[config.mk]
export PLATFORM = sky130hd
export DESIGN_NAME = bgc_ram
export DESIGN_NICKNAME = d
export VERILOG_FILES = /design/src/rtl/bgc_ram.sv
export SDC_FILE = /design/constraint.sdc
export NUM_CORES = 1
export LEC_CHECK = 0
export BUFFER_PORTS_ARGS = -buffer_cell sky130_fd_sc_hd__buf_4
export CAP_MARGIN = 20
export CORE_MARGIN = 1
export CORE_UTILIZATION = 40
export DETAILED_ROUTE_END_ITERATION = 8
export GPL_TIMING_DRIVEN = 0
export PLACE_DENSITY = 0.55
export SETUP_SLACK_MARGIN = 0.2
export SYNTH_ARGS = -nofsm -noshare
export SYNTH_HDL_FRONTEND = slang
export SYNTH_SLANG_ARGS = --single-unit
[constraint.sdc]
create_clock -name clk -period 1.6 [get_ports clk]
set_input_delay 0.16 -clock clk [delete_from_list [all_inputs] [get_ports clk]]
set_output_delay 0.16 -clock clk [all_outputs]
set_load 0.03 [all_outputs]
[src/rtl/bgc_ram.sv]
module bgc_ram #(
    parameter int WIDTH = 8,
    parameter int DEPTH = 16,
    parameter int AW    = (DEPTH > 1) ? $clog2(DEPTH) : 1
) (
    input  logic             clk,
    input  logic             we,
    input  logic [AW-1:0]    waddr,
    input  logic [WIDTH-1:0] wdata,
    input  logic [AW-1:0]    raddr,
    output logic [WIDTH-1:0] rdata
);

    logic [WIDTH-1:0] mem [DEPTH];
    logic [WIDTH-1:0] rdata_reg;

    always_ff @(posedge clk)
    begin
        if (we)
        begin
            mem[waddr] <= wdata;
        end
        rdata_reg <= mem[raddr];
    end

    assign rdata = rdata_reg;

endmodule

# Word level (Yosys, flattened, before mapping)
# Memory sizes are Yosys's and may differ from the RTL's. A register that Yosys moved wholly into a read port is not among the register bits.
# Index checks and enable logic that the tools add are counted.
# totals
wordCells,3
inputBits,18
register_bits,0
mem_bits_rw,128
memories,1
# mem_list
name,depth,word_bits,rd,rd_clocked_by_memory_dff,write_ports,line_no,rtl
mem,16,8,1,1,1,14,logic [WIDTH-1:0] mem [DEPTH];
# op_classes
n_mux,2
# ops
cell,count
$mux W1,2

# Depth between registers and ports, before layout
# depth
ltp_word,2
ltp_mapped,5

# Least setup slack after synthesis
# OpenSTA, ideal clock, no wires.
# synth_path
path_kind,in2reg
start,input waddr[2]
end,"memory mem[0][0], enable pin"
setup_slack_ns,-0.053
arrival_time_ns,1.270
path_buffers,0
stages,2
setup_ns,0.383
cell_sequence,or3b_2 nor3_1
# synth_lines
element,line_no,rtl
start: declaration,8,"input logic [AW-1:0] waddr,"
end: declaration,14,
# Straight into the memory's write port.

==> results.md <==
- Status: completed
- Number of setup buffers added after CTS: 0
- CP peak stage delay: 530 ps
- CP Cell Sequence: mux4_2 -> a22oi_1 -> nand2_1
- Cell Rows: just over 40
- Sequential standard cell area: about 4000 um^2
- Io pins: 26
- Fin. max-slew vios: 0
- Initial antenna violation count: 0
- Number of detailed-route iterations in the first pass: 4
- Vias in the first global route: roughly 2,300
- Number of routed nets with antenna violations: 0
- Crit path from: mem[6][7]$_DFFE_PP_
- Die area: 13,330 um^2
- Final Skew: slightly above 6 ps
- Crit path launch type: register
- Leading area contributor after synthesis: edfxtp_1
- Register area share after synthesis: 77.78%
- Minimum clock period: ~1400 ps
- Diodes inserted: 0
- Largest net degree at the start of global routing: 17
- Count leader, synth: edfxtp_1
- Clock Sink Count: around 140
- Crit end category: register
- Mapped cell area: ~5100 um^2
- Tot GR Track Use: between 10% and 20%
- Leakage: 2.063 nW
- CP Depth: 3
- Required @ worst endpoint: 1900 ps
- Yosys warnings: 0
- Post-route insts no fill: 460
- Fillers: just over 1,000
- RePlAce Congestion: around 0.7
- Crit Path Max Fanout: 1
- Setup CP Type: reg2reg
- Flop and latch count out of synthesis: about 140
- Slowest cell on crit path: mux4_2
- Max clock buf depth: 2
- Tightest Pin Transition: around 860 ps
- Reg clk slew, reported paths: 60 ps
- First-pass GRT wire length: 15.06 mm
- Root Buffer Master: clkbuf_16
- Worst R2R Start: mem[6][7]$_DFFE_PP_
- R2r endpoint: rdata[7]$_DFF_P_
- I/O Buffers: 24
- Largest register FFs: about 130
- Share of layout cells above drive strength 1: 32.99%
- Setup TNS: 0 ps
- Core area: 12,570 um^2
- Syn nets: around 250
- Count of cell types in the netlist: 19
- Power Dens Cells: between 1000 and 1500 nW/um^2
- Max-cap viol count: 0
- Area of the multi-input gates: roughly 1100 um^2
- Avg Inst Size Synth: roughly 22 um^2
- Synth top area cells: edfxtp_1, mux4_2, mux4_1
- Power Total: approximately 0.0085 W
- Synth async-reset ratio: 0%
- Most used DFF post-synth: edfxtp_1
- Vert. Die Dim: ~120 um
- Slew headroom: between 40 and 50%
- Routed len/inst: approximately 22 um
- Post-synth EDFFs: around 130
- Clock latency on the worst-skew pair: a little over 400 ps
- Setup violations, final: 0
- Placed insts: 428
- Grt total ovfl: 0
- RSZ-0062 raised after global routing: no
- CTS H-tree lvls: 4
- Crit-path leading delay family: multiplexers
- Vias: between 2,000 and 2,500
- Hold Vio Cnt, Final: 0
- Crit path arrival time: roughly 1700 ps
- Inserted Clock Buffers: 17
- Worst hold path class: in2reg
- Max frequency: around 730 MHz
- Initial drt markers: roughly 140
- Worst Hold Depth: 1
- Reg2Reg Setup Slack: roughly 230 ps
- Post-synth top cells: edfxtp_1, mux4_2, a22oi_1
- Drt drc: 0
- CTS tree: built
- Buf+Inv Stages, Crit Path: 0
- DPL Wire Length: approximately 6.4 mm
- Nets: roughly 300
- Peak VDD IR: 0.9020 mV
- Vias per inst: around 5
- Synth Instances: approximately 230
- Total Wirelength: between 10 and 15 mm
- Period utilization: a little under nine tenths
- Starting density of the core: about 41%
- Reg2Reg Depth: 3
- Share of the synthesized area in the top cell type: 74.67%
- Hold Buf Count CTS: 0
- Die X: ~120 um
- Worst Setup EP: rdata[7]$_DFF_P_
- Area Growth Syn to Fin: 20.76%
-- worst min path at each step --
stage,start,endpoint
2_1_floorplan,wdata[0],mem[0][0]$_DFFE_PP_
3_3_place_gp,wdata[4],mem[6][4]$_DFFE_PP_
3_5_place_dp,wdata[6],mem[6][6]$_DFFE_PP_
4_1_cts,wdata[6],mem[14][6]$_DFFE_PP_
5_1_grt,wdata[6],mem[15][6]$_DFFE_PP_
6_report,wdata[6],mem[15][6]$_DFFE_PP_
-- placed cells by master, fill, tap and decap left out, types with 4 or more instances in the layout --
cell,n
a22oi_1,10
a22oi_2,6
buf_2,6
buf_4,25
bufinv_16,4
clkbuf_16,17
clkinvlp_4,5
dfxtp_1,8
edfxtp_1,128
mux4_1,14
mux4_2,18
nand2_1,9
nor2_1,10
-- cell families after synthesis --
family | count (synthesis) | share of synthesized area, %
flops | 136 | 77.78
simple gates | 35 | 3.184
mux | 32 | 15.02
compound gates | 16 | 2.334
buf+inv | 10 | 1.677
-- what timing repair did --
item                       4_1_cts  5_1_grt
resized for setup                4        6
pin swaps                        0        0
setup endpoints to repair       25       13
-- layout make-up --
type / instances / share of cell area, %
Buffer: 10 / 1.389
Clock buffer: 17 / 6.844
Clock inverter: 15 / 2.959
Multi-Input combinational cell: 83 / 17.79
Sequential cell: 136 / 64.41
Tap cell: 172 / 3.462
Timing Repair Buffer: 27 / 3.140
-- per-stage QoR --
stage	utilization (%)	worst slack, ps	instance area [um^2]	hold slack [ps]
after floorplan	-	173.9	5152	258.9
after global placement	44.14	-385.9	5548	488.4
after detailed placement	44.26	-318.4	5563	500.5
after CTS	49.21	201.5	6185	68.94
after global routing	49.46	207.4	6216	81.58
final	49.46	230.6	6216	66.38
-- power by group --
part           internal [W]  leakage (nW)  switching (W)
Sequential          0.00398          1.22      0.0000184
Clock               0.00258         0.283        0.00143
Combinational      0.000190         0.556       0.000277
Total               0.00675          2.06        0.00173
-- layer usage --
layer | part of all wire, % | GRT usage [%] | vias up
met3 | 4.3 | 3.975 | 20
met1 | 46 | 24.17 | 1218
met4 | 2.0 | 8.571 | 0
li1 | - | - | 1071
met2 | 47 | 25.27 | 51
met5 | 0 | 0 | -
No activity file was read; power rests on OpenSTA's default activity.
