**src/rtl/bgc_pkg.sv**
```systemverilog
package bgc_pkg;

    // Command codes of an input item
    typedef enum logic [1:0] {
        CMD_NOTE_ON  = 2'd0,
        CMD_NOTE_OFF = 2'd1,
        CMD_CHECK    = 2'd2
    } cmd_t;

    // Tap phase of one button
    typedef enum logic [1:0] {
        PH_IDLE   = 2'd0,
        PH_SHORT  = 2'd1,
        PH_DOUBLE = 2'd2,
        PH_TRIPLE = 2'd3
    } phase_t;

    typedef enum logic [1:0] {
        G_SHORT  = 2'd0,
        G_LONG   = 2'd1,
        G_DOUBLE = 2'd2,
        G_TRIPLE = 2'd3
    } gesture_t;

    // Configuration register indexes
    localparam logic [1:0] REG_DOUBLE_WINDOW = 2'd0;
    localparam logic [1:0] REG_TRIPLE_WINDOW = 2'd1;
    localparam logic [1:0] REG_LONG_PRESS    = 2'd2;

    localparam logic [15:0] DOUBLE_WINDOW_RST = 16'd300;
    localparam logic [15:0] TRIPLE_WINDOW_RST = 16'd300;
    localparam logic [15:0] LONG_PRESS_RST    = 16'd500;

    localparam int CFG_INDEX_W = 2;
    localparam int CFG_DATA_W  = 16;

    typedef struct packed {
        logic [1:0]  cmd;
        logic [3:0]  channel;
        logic [6:0]  note;
        logic [6:0]  velocity;
        logic [31:0] time_now;
        logic        momentary;
        logic        triple_enabled;
        logic [15:0] debounce_ms;
        logic [15:0] long_override_ms;
        logic [15:0] double_override_ms;
        logic [15:0] triple_override_ms;
    } item_t;

    typedef struct packed {
        logic [3:0] out_channel;
        logic [6:0] out_note;
        gesture_t   gesture;
    } result_t;

    typedef struct packed {
        logic [15:0] double_window_ms;
        logic [15:0] triple_window_ms;
        logic [15:0] long_press_ms;
    } cfg_t;

    // One button entry of the state store
    typedef struct packed {
        logic        pressed;
        logic [31:0] press_start;
        logic [31:0] last_release;
        logic [31:0] first_tap;
        logic [31:0] second_tap;
        phase_t      phase;
        logic [31:0] expire;
    } entry_t;

    localparam int ENTRY_W = $bits(entry_t);

    // Update unit to sequencer
    typedef struct packed {
        logic     wr;
        logic     fire;
        gesture_t gesture;
    } upd_ctl_t;

    typedef enum logic [1:0] {
        ST_CLEAR = 2'd0,
        ST_IDLE  = 2'd1,
        ST_EXEC  = 2'd2
    } state_t;

endpackage

```
**src/rtl/bgc_update.sv**
```systemverilog
module bgc_update (
    input  bgc_pkg::entry_t   entry,
    input  bgc_pkg::item_t    item,
    input  bgc_pkg::cfg_t     cfg,
    output bgc_pkg::entry_t   new_entry,
    output bgc_pkg::upd_ctl_t ctl
);

    logic [31:0] now;
    logic [31:0] since_expire;
    logic [31:0] since_release;
    logic [31:0] hold;
    logic [31:0] since_second;
    logic [31:0] since_first;
    logic [15:0] eff_long;
    logic [15:0] eff_double;
    logic [15:0] eff_triple;
    logic        is_press;

    assign now           = item.time_now;
    assign since_expire  = now - entry.expire;
    assign since_release = now - entry.last_release;
    assign hold          = now - entry.press_start;
    assign since_second  = now - entry.second_tap;
    assign since_first   = now - entry.first_tap;

    assign eff_long   = (item.long_override_ms != 16'd0) ? item.long_override_ms
                                                         : cfg.long_press_ms;
    assign eff_double = (item.double_override_ms != 16'd0) ? item.double_override_ms
                                                           : cfg.double_window_ms;
    assign eff_triple = (item.triple_override_ms != 16'd0) ? item.triple_override_ms
                                                           : cfg.triple_window_ms;

    assign is_press = (item.cmd == bgc_pkg::CMD_NOTE_ON) && (item.velocity != 7'd0);

    always_comb
    begin
        new_entry   = entry;
        ctl.wr      = 1'b0;
        ctl.fire    = 1'b0;
        ctl.gesture = bgc_pkg::G_SHORT;
        case (item.cmd)
            bgc_pkg::CMD_CHECK:
            begin
                // fires once expiry lies in the past half of the time circle
                if (entry.phase != bgc_pkg::PH_IDLE && !since_expire[31])
                begin
                    ctl.wr  = 1'b1;
                    ctl.fire = 1'b1;
                    case (entry.phase)
                        bgc_pkg::PH_SHORT:  ctl.gesture = bgc_pkg::G_SHORT;
                        bgc_pkg::PH_DOUBLE: ctl.gesture = bgc_pkg::G_DOUBLE;
                        default:            ctl.gesture = bgc_pkg::G_TRIPLE;
                    endcase
                    new_entry.first_tap  = 32'd0;
                    new_entry.second_tap = 32'd0;
                    new_entry.phase      = bgc_pkg::PH_IDLE;
                    new_entry.expire     = 32'd0;
                end
            end
            bgc_pkg::CMD_NOTE_ON,
            bgc_pkg::CMD_NOTE_OFF:
            begin
                if (is_press)
                begin
                    if (entry.pressed)
                    begin
                        // repeated press re-arms the hold timer
                        ctl.wr                = 1'b1;
                        new_entry.press_start = now;
                    end
                    else if (!(item.debounce_ms != 16'd0 && entry.last_release != 32'd0 &&
                               since_release < {16'd0, item.debounce_ms}))
                    begin
                        ctl.wr                = 1'b1;
                        ctl.fire              = item.momentary;
                        new_entry.pressed     = 1'b1;
                        new_entry.press_start = now;
                    end
                end
                else if (entry.pressed)
                begin
                    ctl.wr            = 1'b1;
                    new_entry.pressed = 1'b0;
                    if (item.momentary)
                    begin
                        ctl.fire = 1'b1;
                    end
                    else
                    begin
                        new_entry.last_release = now;
                        if (hold >= {16'd0, eff_long})
                        begin
                            ctl.fire             = 1'b1;
                            ctl.gesture          = bgc_pkg::G_LONG;
                            new_entry.first_tap  = 32'd0;
                            new_entry.second_tap = 32'd0;
                            new_entry.phase      = bgc_pkg::PH_IDLE;
                            new_entry.expire     = 32'd0;
                        end
                        else if (entry.phase == bgc_pkg::PH_DOUBLE &&
                                 since_second <= {16'd0, eff_triple})
                        begin
                            ctl.fire             = 1'b1;
                            ctl.gesture          = bgc_pkg::G_TRIPLE;
                            new_entry.first_tap  = 32'd0;
                            new_entry.second_tap = 32'd0;
                            new_entry.phase      = bgc_pkg::PH_IDLE;
                            new_entry.expire     = 32'd0;
                        end
                        else if (entry.first_tap != 32'd0 &&
                                 since_first <= {16'd0, eff_double})
                        begin
                            if (!item.triple_enabled)
                            begin
                                ctl.fire             = 1'b1;
                                ctl.gesture          = bgc_pkg::G_DOUBLE;
                                new_entry.first_tap  = 32'd0;
                                new_entry.second_tap = 32'd0;
                                new_entry.phase      = bgc_pkg::PH_IDLE;
                                new_entry.expire     = 32'd0;
                            end
                            else
                            begin
                                new_entry.second_tap = now;
                                new_entry.phase      = bgc_pkg::PH_DOUBLE;
                                new_entry.expire     = now + {16'd0, eff_triple};
                            end
                        end
                        else
                        begin
                            new_entry.first_tap = now;
                            new_entry.phase     = bgc_pkg::PH_SHORT;
                            new_entry.expire    = now + {16'd0, eff_double};
                        end
                    end
                end
            end
            default:
            begin
                ctl.wr = 1'b0;
            end
        endcase
    end

endmodule

```
**config.mk**
```make
export PLATFORM = sky130hd
export DESIGN_NAME = bgc_update
export DESIGN_NICKNAME = d
export VERILOG_FILES = /design/src/rtl/bgc_pkg.sv /design/src/rtl/bgc_update.sv
export SDC_FILE = /design/constraint.sdc
export NUM_CORES = 1
export LEC_CHECK = 0
export BUFFER_PORTS_ARGS = -buffer_cell sky130_fd_sc_hd__buf_4
export CAP_MARGIN = 20
export CORE_MARGIN = 3
export CORE_UTILIZATION = 35
export DETAILED_ROUTE_END_ITERATION = 6
export SYNTH_ARGS = -nofsm -noshare
export SYNTH_HDL_FRONTEND = slang
export SYNTH_SLANG_ARGS = --single-unit
```
**constraint.sdc**
```tcl
create_clock -name vclk -period 17.1
set_input_delay 5.13 -clock vclk [all_inputs]
set_output_delay 5.13 -clock vclk [all_outputs]
set_load 0.02 [all_outputs]
```
## Yosys cells after proc, flatten, opt, wreduce, memory -nomap -nowiden

Index checks and enable logic that the tools add are counted.

| operators by class | value |
|---|---|
| multiplexer cells | 37 |
| div/mod/pow operators | 0 |
| reductions and logical operators | 17 |
| equality and inequality tests | 4 |
| order comparisons | 4 |
| bitwise operators | 0 |
| multipliers | 0 |
| add/sub/neg operators | 7 |
| shifts and indexed selects | 0 |

Operators by type and width:

| cell | number |
|---|---|
| 130-bit two-way mux | 3 |
| 98-bit two-way mux | 3 |
| 98-bit case mux with 2 select lines | 1 |
| 32-bit two-way mux | 5 |
| 32-bit subtractor | 5 |
| 66-bit two-way mux | 1 |
| 65-bit two-way mux | 1 |
| 32-bit by 16-bit adder with 32-bit output | 2 |
| 32-bit by 16-bit less-or-equal comparator with 1-bit output | 2 |
| 16-bit nonzero test | 4 |
| 32-bit nonzero test | 2 |
| 16-bit two-way mux | 3 |
| 34-bit two-way mux | 1 |
| 33-bit two-way mux | 1 |
| 32-bit by 16-bit >= comparator with 1-bit output | 1 |
| 32-bit by 16-bit less-than comparator with 1-bit output | 1 |
| 3-bit two-way mux | 4 |
| 2-bit two-way mux | 4 |
| 4-bit two-way mux | 2 |
| 7-bit nonzero test | 1 |
| 1-bit logical AND | 6 |
| 3-bit case mux with 2 select lines | 1 |
| 1-bit two-way mux | 5 |
| 2-bit by 1-bit == test with 1-bit output, second input constant | 2 |
| 7 further kinds | 8 |

| word-level totals | value |
|---|---|
| logic and storage cells | 69 |
| input bits | 329 |
| bits in read-only memories | 0 |
| memories kept | 0 |
| bits in latches | 0 |
| output and inout bits | 167 |
| bits in registers | 0 |
| memory bits (writable) | 0 |

## Longest topological paths before layout

Gate-level depths: netlist of run 1.

| logic depth | value |
|---|---|
| word-level depth | 11 |
| gate-level depth with buffers | 27 |

## Worst setup path after synthesis of run 1

No wires, ideal clock.

| timing path | value |
|---|---|
| path type | in2out |
| start | input item[66] (netlist name) |
| end | output new_entry[34] (netlist name) |
| stages | 25 |
| path slack | 2.243 ns |
| arrival | 9.727 ns |
| path buffers | 3 |
| cells stage by stage | inv_1 -> ha_1 -> fa_1 -> nand2b_1 -> a21o_1 -> a31oi_1 -> o21a_1 -> nor2_1 -> xnor2_1 -> ha_1 -> a21oi_1 -> nand2_1 -> a221oi_1 -> or2_2 -> a21oi_1 -> a2111o_1 -> or4_4 -> nor4_2 -> and4b_1 -> buf_4 -> and2_4 -> and2_1 -> buf_4 -> buf_2 -> a22o_1 |

RTL lines:

| element | line | source |
|---|---|---|
| start, declared | bgc_update.sv:3 | `input bgc_pkg::item_t item,` |
| end, declared | bgc_update.sv:5 | `output bgc_pkg::entry_t new_entry,` |

==> metrics.csv, run 1 <==
stage,metric,value,unit
worst_setup_path,worst_path_largest_cell_delay,0.44,ns
sta,drv_slew,0,
sta,rsz0062_at_grt,no,
die,core,42000,sq um
final_layout,final_common_cell,buf_4,
sta,relSlewSlack,21.4,%
power,p_per_area,39.8,nW/um^2
final_layout,nClkBuffers,0,
global_route,antenna_found_initial,8,
die,die_x,213,um
final_layout,syn_to_final_growth,27.9,%
synth,netlist_instances,2216,
worst_setup_path,crit_path_top_delay_cell,o31ai_1,
final_layout,mostFrequentLayoutCells,"502 x buf_4, 256 x inv_1, 252 x ha_1",
hold_path,hold_class,in -> out,
global_route,overflow,0,
placement,portBuffers,485,
synth,ys_warn_count,0,
worst_setup_path,cp_top_family,compound AO/OA/AOI/OAI gates,
sta,period_share,97.2,%
worst_setup_path,cpMostUsedCell,buf_4,
global_route,grt_max_degree,58,
placement,dp_cells,3186,
synth,syn_area,14900,sq um
cts,postCtsHoldBufs,0,
route,drtPass1Iterations,7,
sta,max_freq,60.2,MHz
worst_setup_path,crit_path_max_fanout,33,
worst_setup_path,worst-path-buf-inv,6,
route,wl,74.2,mm
die,dieArea,45200,sq um
sta,tns,0,ns
die,pin_count,496,
route,route.detailed.drc,5,
global_route,grt_pass1_wl,108,mm
die,fp-row-count,75,
final_layout,stdcell_count,3191,
outcome,status,"complete, but fails checks",
route,ant_nets,0,
global_route,track_usage,30.8,%
worst_setup_path,crit_arrival,11.49,ns
final_layout,drive_gt1_share,21.2,%
worst_setup_path,required,11.97,ns
worst_setup_path,cp-startpoint,item[66],
power,ir_drop,0.0254,mV
route,detail_route.wl_per_cell,23.2,um
synth,synth_fp_nets,2803,
die,die_h,213,um
placement,hpwl,60.6,mm
job,drv_cap,0,
die,initial_core_util,35.5,%
route,via_per_inst,5.98,
global_route,grt_pass1_vias,18100,
sta,setup_viol,0,
synth,syn_area_per_cell,6.74,sq um
placement,gp_congestion,0.940,
final_layout,finalNetCount,3238,
final_layout,seq_cell_count,0,
worst_setup_path,crit_type,in -> out,
synth,synth-seq-area-share,0,%
power,leakagePower,9.79,nW
sta,worst_pin_slew,1.15,ns
final_layout,register_area,0,sq um
worst_setup_path,worstSetupStartpointType,input port,
worst_setup_path,crit_cells,30,
hold_path,holdPathStages,3,
sta,finalHoldViolCount,0,
route,drt_iter0_markers,1597,
worst_setup_path,endpoint_kind,output pin,
outcome,violations,DRC,
route,routed-via-count,19100,
sta,period_needed,16.62,ns
synth,yosysUniqueCellTypes,98,
hold_path,min_from,entry[26],
==> path summary, 6_finish.rpt <==
path / endpoint
max: new_entry[34]
min: new_entry[26]
==> kinds of logic after synthesis <==
group,synth area share [%]
compound gates,36.8
xor+xnor,6.86
fa+ha+maj,21.9
buf+inv,8.83
mux,3.77
simple gates,21.8
==> layer usage <==
metal	GRT usage [%]	up-vias	part of all wire (%)
met1	41.5	8962	43
li1	-	9114	-
met4	10.5	6	4.0
met2	51.2	856	45
met3	3.20	147	7.9
met5	0	-	0.061
==> report_power, final <==
group / internal, mW / switching [mW] / total [mW]
clock: 0.0000000236 / 0 / 0.0000000236
sequential: 0 / 0 / 0
combinational: 0.317 / 0.443 / 0.760
==> synthesized netlist by cell type (18+ instances only) <==
cell / instances / area share [%]
inv_1: 257 / 6.5
ha_1: 252 / 21
a21oi_1: 215 / 7.2
nand2_1: 186 / 4.7
o21ai_0: 144 / 4.8
nor2_1: 122 / 3.1
a21o_1: 101 / 5.1
a22o_1: 77 / 4.5
xnor2_1: 70 / 4.1
nor4_1: 48 / 2.0
nand3_1: 47 / 1.6
xor2_1: 47 / 2.8
clkbuf_1: 43 / 1.1
nor3_1: 40 / 1.3
nand4_1: 34 / 1.4
o21a_1: 33 / 1.7
nand2b_1: 27 / 1.1
a211oi_1: 26 / 1.3
and2_1: 24 / 1.0
a31oi_1: 23 / 0.96
and3_1: 23 / 0.96
mux2_1: 21 / 1.6
o21bai_1: 21 / 1.1
o211ai_1: 20 / 1.0
buf_2: 19 / 0.64
mux2i_1: 18 / 1.2
nor2b_1: 18 / 0.75
==> through the flow <==
step	power (mW)	util [%]	instance area, sq um	hold slack, ns	worst slack [ns]
floorplan	0.474	-	14900	10.42	2.24
global placement	0.736	45.4	19100	10.58	0.561
detailed placement	0.747	45.4	19100	10.58	0.539
CTS	0.751	45.4	19100	10.58	0.511
global route	0.832	45.5	19100	10.60	0.123
finish	0.760	45.5	19100	10.58	0.478
==> worst min-delay path, delay by kind of cell <==
family	cells	cell delay (ns)
buffers and inverters	2	0.22
AO/OA/AOI/OAI	1	0.10
==> final cells by class <==
cell class                      instances  area, sq um
Timing Repair Buffer                  505         3810
Antenna cell                            3         7.51
Fill cell                            4478        22900
Multi-Input combinational cell       1886        13600
Tap cell                              539          674
Inverter                              258          972
==> repair_timing <==
action / in CTS / in global routing
endpoints found under the setup margin: 0 / 35
resized for setup: 0 / 2
hold endpoints to repair: 0 / 0
buffers inserted: 0 / 0
Note: power is estimated with default switching activity, not from simulation.
==> inputs of run 2 (changes only) <==
- ABC_AREA: not set -> 1
==> run 2 against run 1 <==
The flow now finishes without violations. Via count is 41% higher. Cell count is 59% higher. First-iteration DRC count is 43% higher. Design area is 26% higher. Non-clock buffer count is 5 lower. Sequential cell count stayed put. Die area is 32% higher. Largest cell class unchanged.
==> metrics.csv, run 2 <==
stage,metric,value,unit,change
synth,yosysTopAreaCell,nand2_1,,
worst_setup_path,cpMostUsedCell,nand2_1,,
placement,hpwl,83.0,mm,+37%
worst_setup_path,crit_type,in -> out,,
synth,synth_fp_nets,4527,,+62%
synth,synth-seq-area-share,0,%,unchanged
final_layout,syn_to_final_growth,21.4,%,
route,detail_route.wl_per_cell,20.4,um,-12%
die,dieArea,59500,sq um,+32%
die,die_h,244,um,+15%
power,leakagePower,14.3,nW,+46%
route,routed-via-count,26900,,+41%
cts,postCtsSetupBuffers,0,,unchanged
worst_setup_path,worstSetupStartpointType,input port,,
worst_setup_path,worst_path_largest_cell_delay,0.40,ns,-0.04 ns
route,route.detailed.drc,0,,-5
synth,synth_common_cells,"1333 x nand2_1, 677 x inv_1, 335 x nor2_1",,
sta,worst_pin_slew,0.926,ns,-0.224 ns
worst_setup_path,crit_path_top_delay_cell,fa_1,,
sta,rsz0062_at_grt,no,,
route,via_per_inst,5.30,,-11%
final_layout,seq_cell_count,0,,unchanged
sta,period_needed,15.74,ns,-0.887 ns
final_layout,num_antenna_cells,0,,-3
final_layout,mostFrequentLayoutCells,"1332 x nand2_1, 676 x inv_1, 500 x buf_4",,
final_layout,finalNetCount,4925,,+52%
global_route,antenna_found_initial,5,,-3
sta,setup_viol,0,,unchanged
global_route,grt_pass1_wl,152,mm,+41%
worst_setup_path,crit_arrival,10.61,ns,-0.88 ns
global_route,overflow,0,,unchanged
synth,synth_top_area_share,25.3,%,+4.2 points
worst_setup_path,endpoint_kind,output pin,,
cts,postCtsHoldBufs,0,,unchanged
cts,cts_resized,0,,unchanged
die,pin_count,496,,unchanged
power,internal_power,0.313,mW,-1.4%
power,p_per_area,36.7,nW/um^2,-7.8%
sta,finalHoldViolCount,0,,unchanged
final_layout,multiInputGateArea,16700,sq um,+22%
final_layout,drive_gt1_share,12.8,%,-8.4 points
power,p_clk_share,0,%,unchanged
die,core,55500,sq um,+32%
die,initial_core_util,35.7,%,+0.14 points
job,drv_cap,0,,unchanged
worst_setup_path,cp-startpoint,item[66],,
final_layout,register_area,0,sq um,unchanged
power,p_sw,0.569,mW,+29%
synth,yosysUniqueCellTypes,51,,-48%
sta,tns,0,ns,unchanged
power,ir_drop,0.0284,mV,+12%
final_layout,fillers,6475,,+45%
placement,dp_cells,5084,,+60%
power,switching_share,64.5,%,+6.3 points
route,drt_iter0_markers,2281,,+43%
power,finalPower,0.882,mW,+16%
power,pwr-share-comb,100.0,%,about the same
synth,syn_area_per_cell,5.03,sq um,-25%
synth,netlist_instances,3940,,+78%
global_route,track_usage,33.0,%,+2.2 points
route,wl,104,mm,+40%
global_route,grt_max_degree,75,,+29%
synth,syn_area,19800,sq um,+33%
synth,synth.area.top_cells,"nand2_1 25%, ha_1 16%, inv_1 13%, nand3_1 7.2%, nor2_1 6.3%",,
sta,period_share,92.0,%,-5.2 points
route,drtPass1Iterations,6,,-1
synth,synth_most_common_cell,nand2_1,,
placement,portBuffers,485,,unchanged
die,die_x,244,um,+15%
power,seq_power_share,0,%,unchanged
outcome,status,"complete, no violations",,
final_layout,stdcell_count,5084,,+59%
sta,drv_slew,0,,unchanged
global_route,grt_pass1_vias,24800,,+37%
sta,relSlewSlack,38.3,%,+17 points
route,ant_nets,0,,unchanged
hold_path,hold_class,in -> out,,
worst_setup_path,required,11.97,ns,about the same
final_layout,final_common_cell,nand2_1,,
final_layout,nClkBuffers,0,,unchanged
hold_path,min_from,entry[144],,
worst_setup_path,crit_path_max_fanout,24,,-27%
synth,ys_warn_count,0,,unchanged
placement,gp_congestion,1.00,,+6.4%
sta,max_freq,63.6,MHz,+5.6%
die,fp-row-count,86,,+15%
## run 2: cell families after synthesis
kind of cell / after synthesis / synth area share (%)
XOR/XNOR: 115 / 5.08
adder cells (fa/ha/maj): 258 / 16.5
AO/OA/AOI/OAI: 507 / 14.6
AND/OR/NAND/NOR: 2234 / 47.8
buffers and inverters: 826 / 16.0
## run 2: stage by stage
step / hold slack, ns / setup slack, ns / cell area [sq um] / utilization, %
after floorplan: 10.43 / 3.17 / 19800 / -
after global placement: 10.56 / 1.51 / 24100 / 43.3
after detailed placement: 10.56 / 1.49 / 24100 / 43.3
after CTS: 10.56 / 1.47 / 24100 / 43.3
after global routing: 10.58 / 1.18 / 24100 / 43.3
final: 10.57 / 1.36 / 24100 / 43.3
## run 2: power by group through the flow
stage | clock [mW] | sequential [mW] | combinational, mW
floorplan | 0 | 0 | 0.540
global placement | 0 | 0 | 0.862
detailed placement | 0 | 0 | 0.865
CTS | 0 | 0 | 0.870
global route | 0 | 0 | 0.974
finish | 0 | 0 | 0.882
## run 2: worst paths after layout
path,endpoint,slack [ns],cells after the start
worst max-delay path,new_entry[1],1.36,29
worst min-delay path,new_entry[144],10.57,4
## run 2: worst max-delay path, delay by kind of cell
| kind | cells | cell delay, ns |
|---|---|---|
| AOI/OAI and AO/OA | 2 | 0.37 |
| xor gates and xnor gates | 1 | 0.26 |
| adders and majority gates | 3 | 1.05 |
| buffers and inverters | 6 | 1.50 |
| and+or+nand+nor | 17 | 2.23 |
## run 2: routing by layer
layer  vias to the layer above  global-route usage (%)  part of all wire (%)
met5                         -                       0                 0.052
met4                         8                    11.4                   4.5
met3                       210                    5.64                   9.6
met2                      1288                    53.7                    43
met1                     12100                    43.9                    43
li1                      13400                       -                     -
## run 2: cell type report
type | count | area share, %
inverters | 722 | 11.3
well taps | 748 | 3.89
repair buffers | 500 | 15.6
multi-input cells | 3114 | 69.2
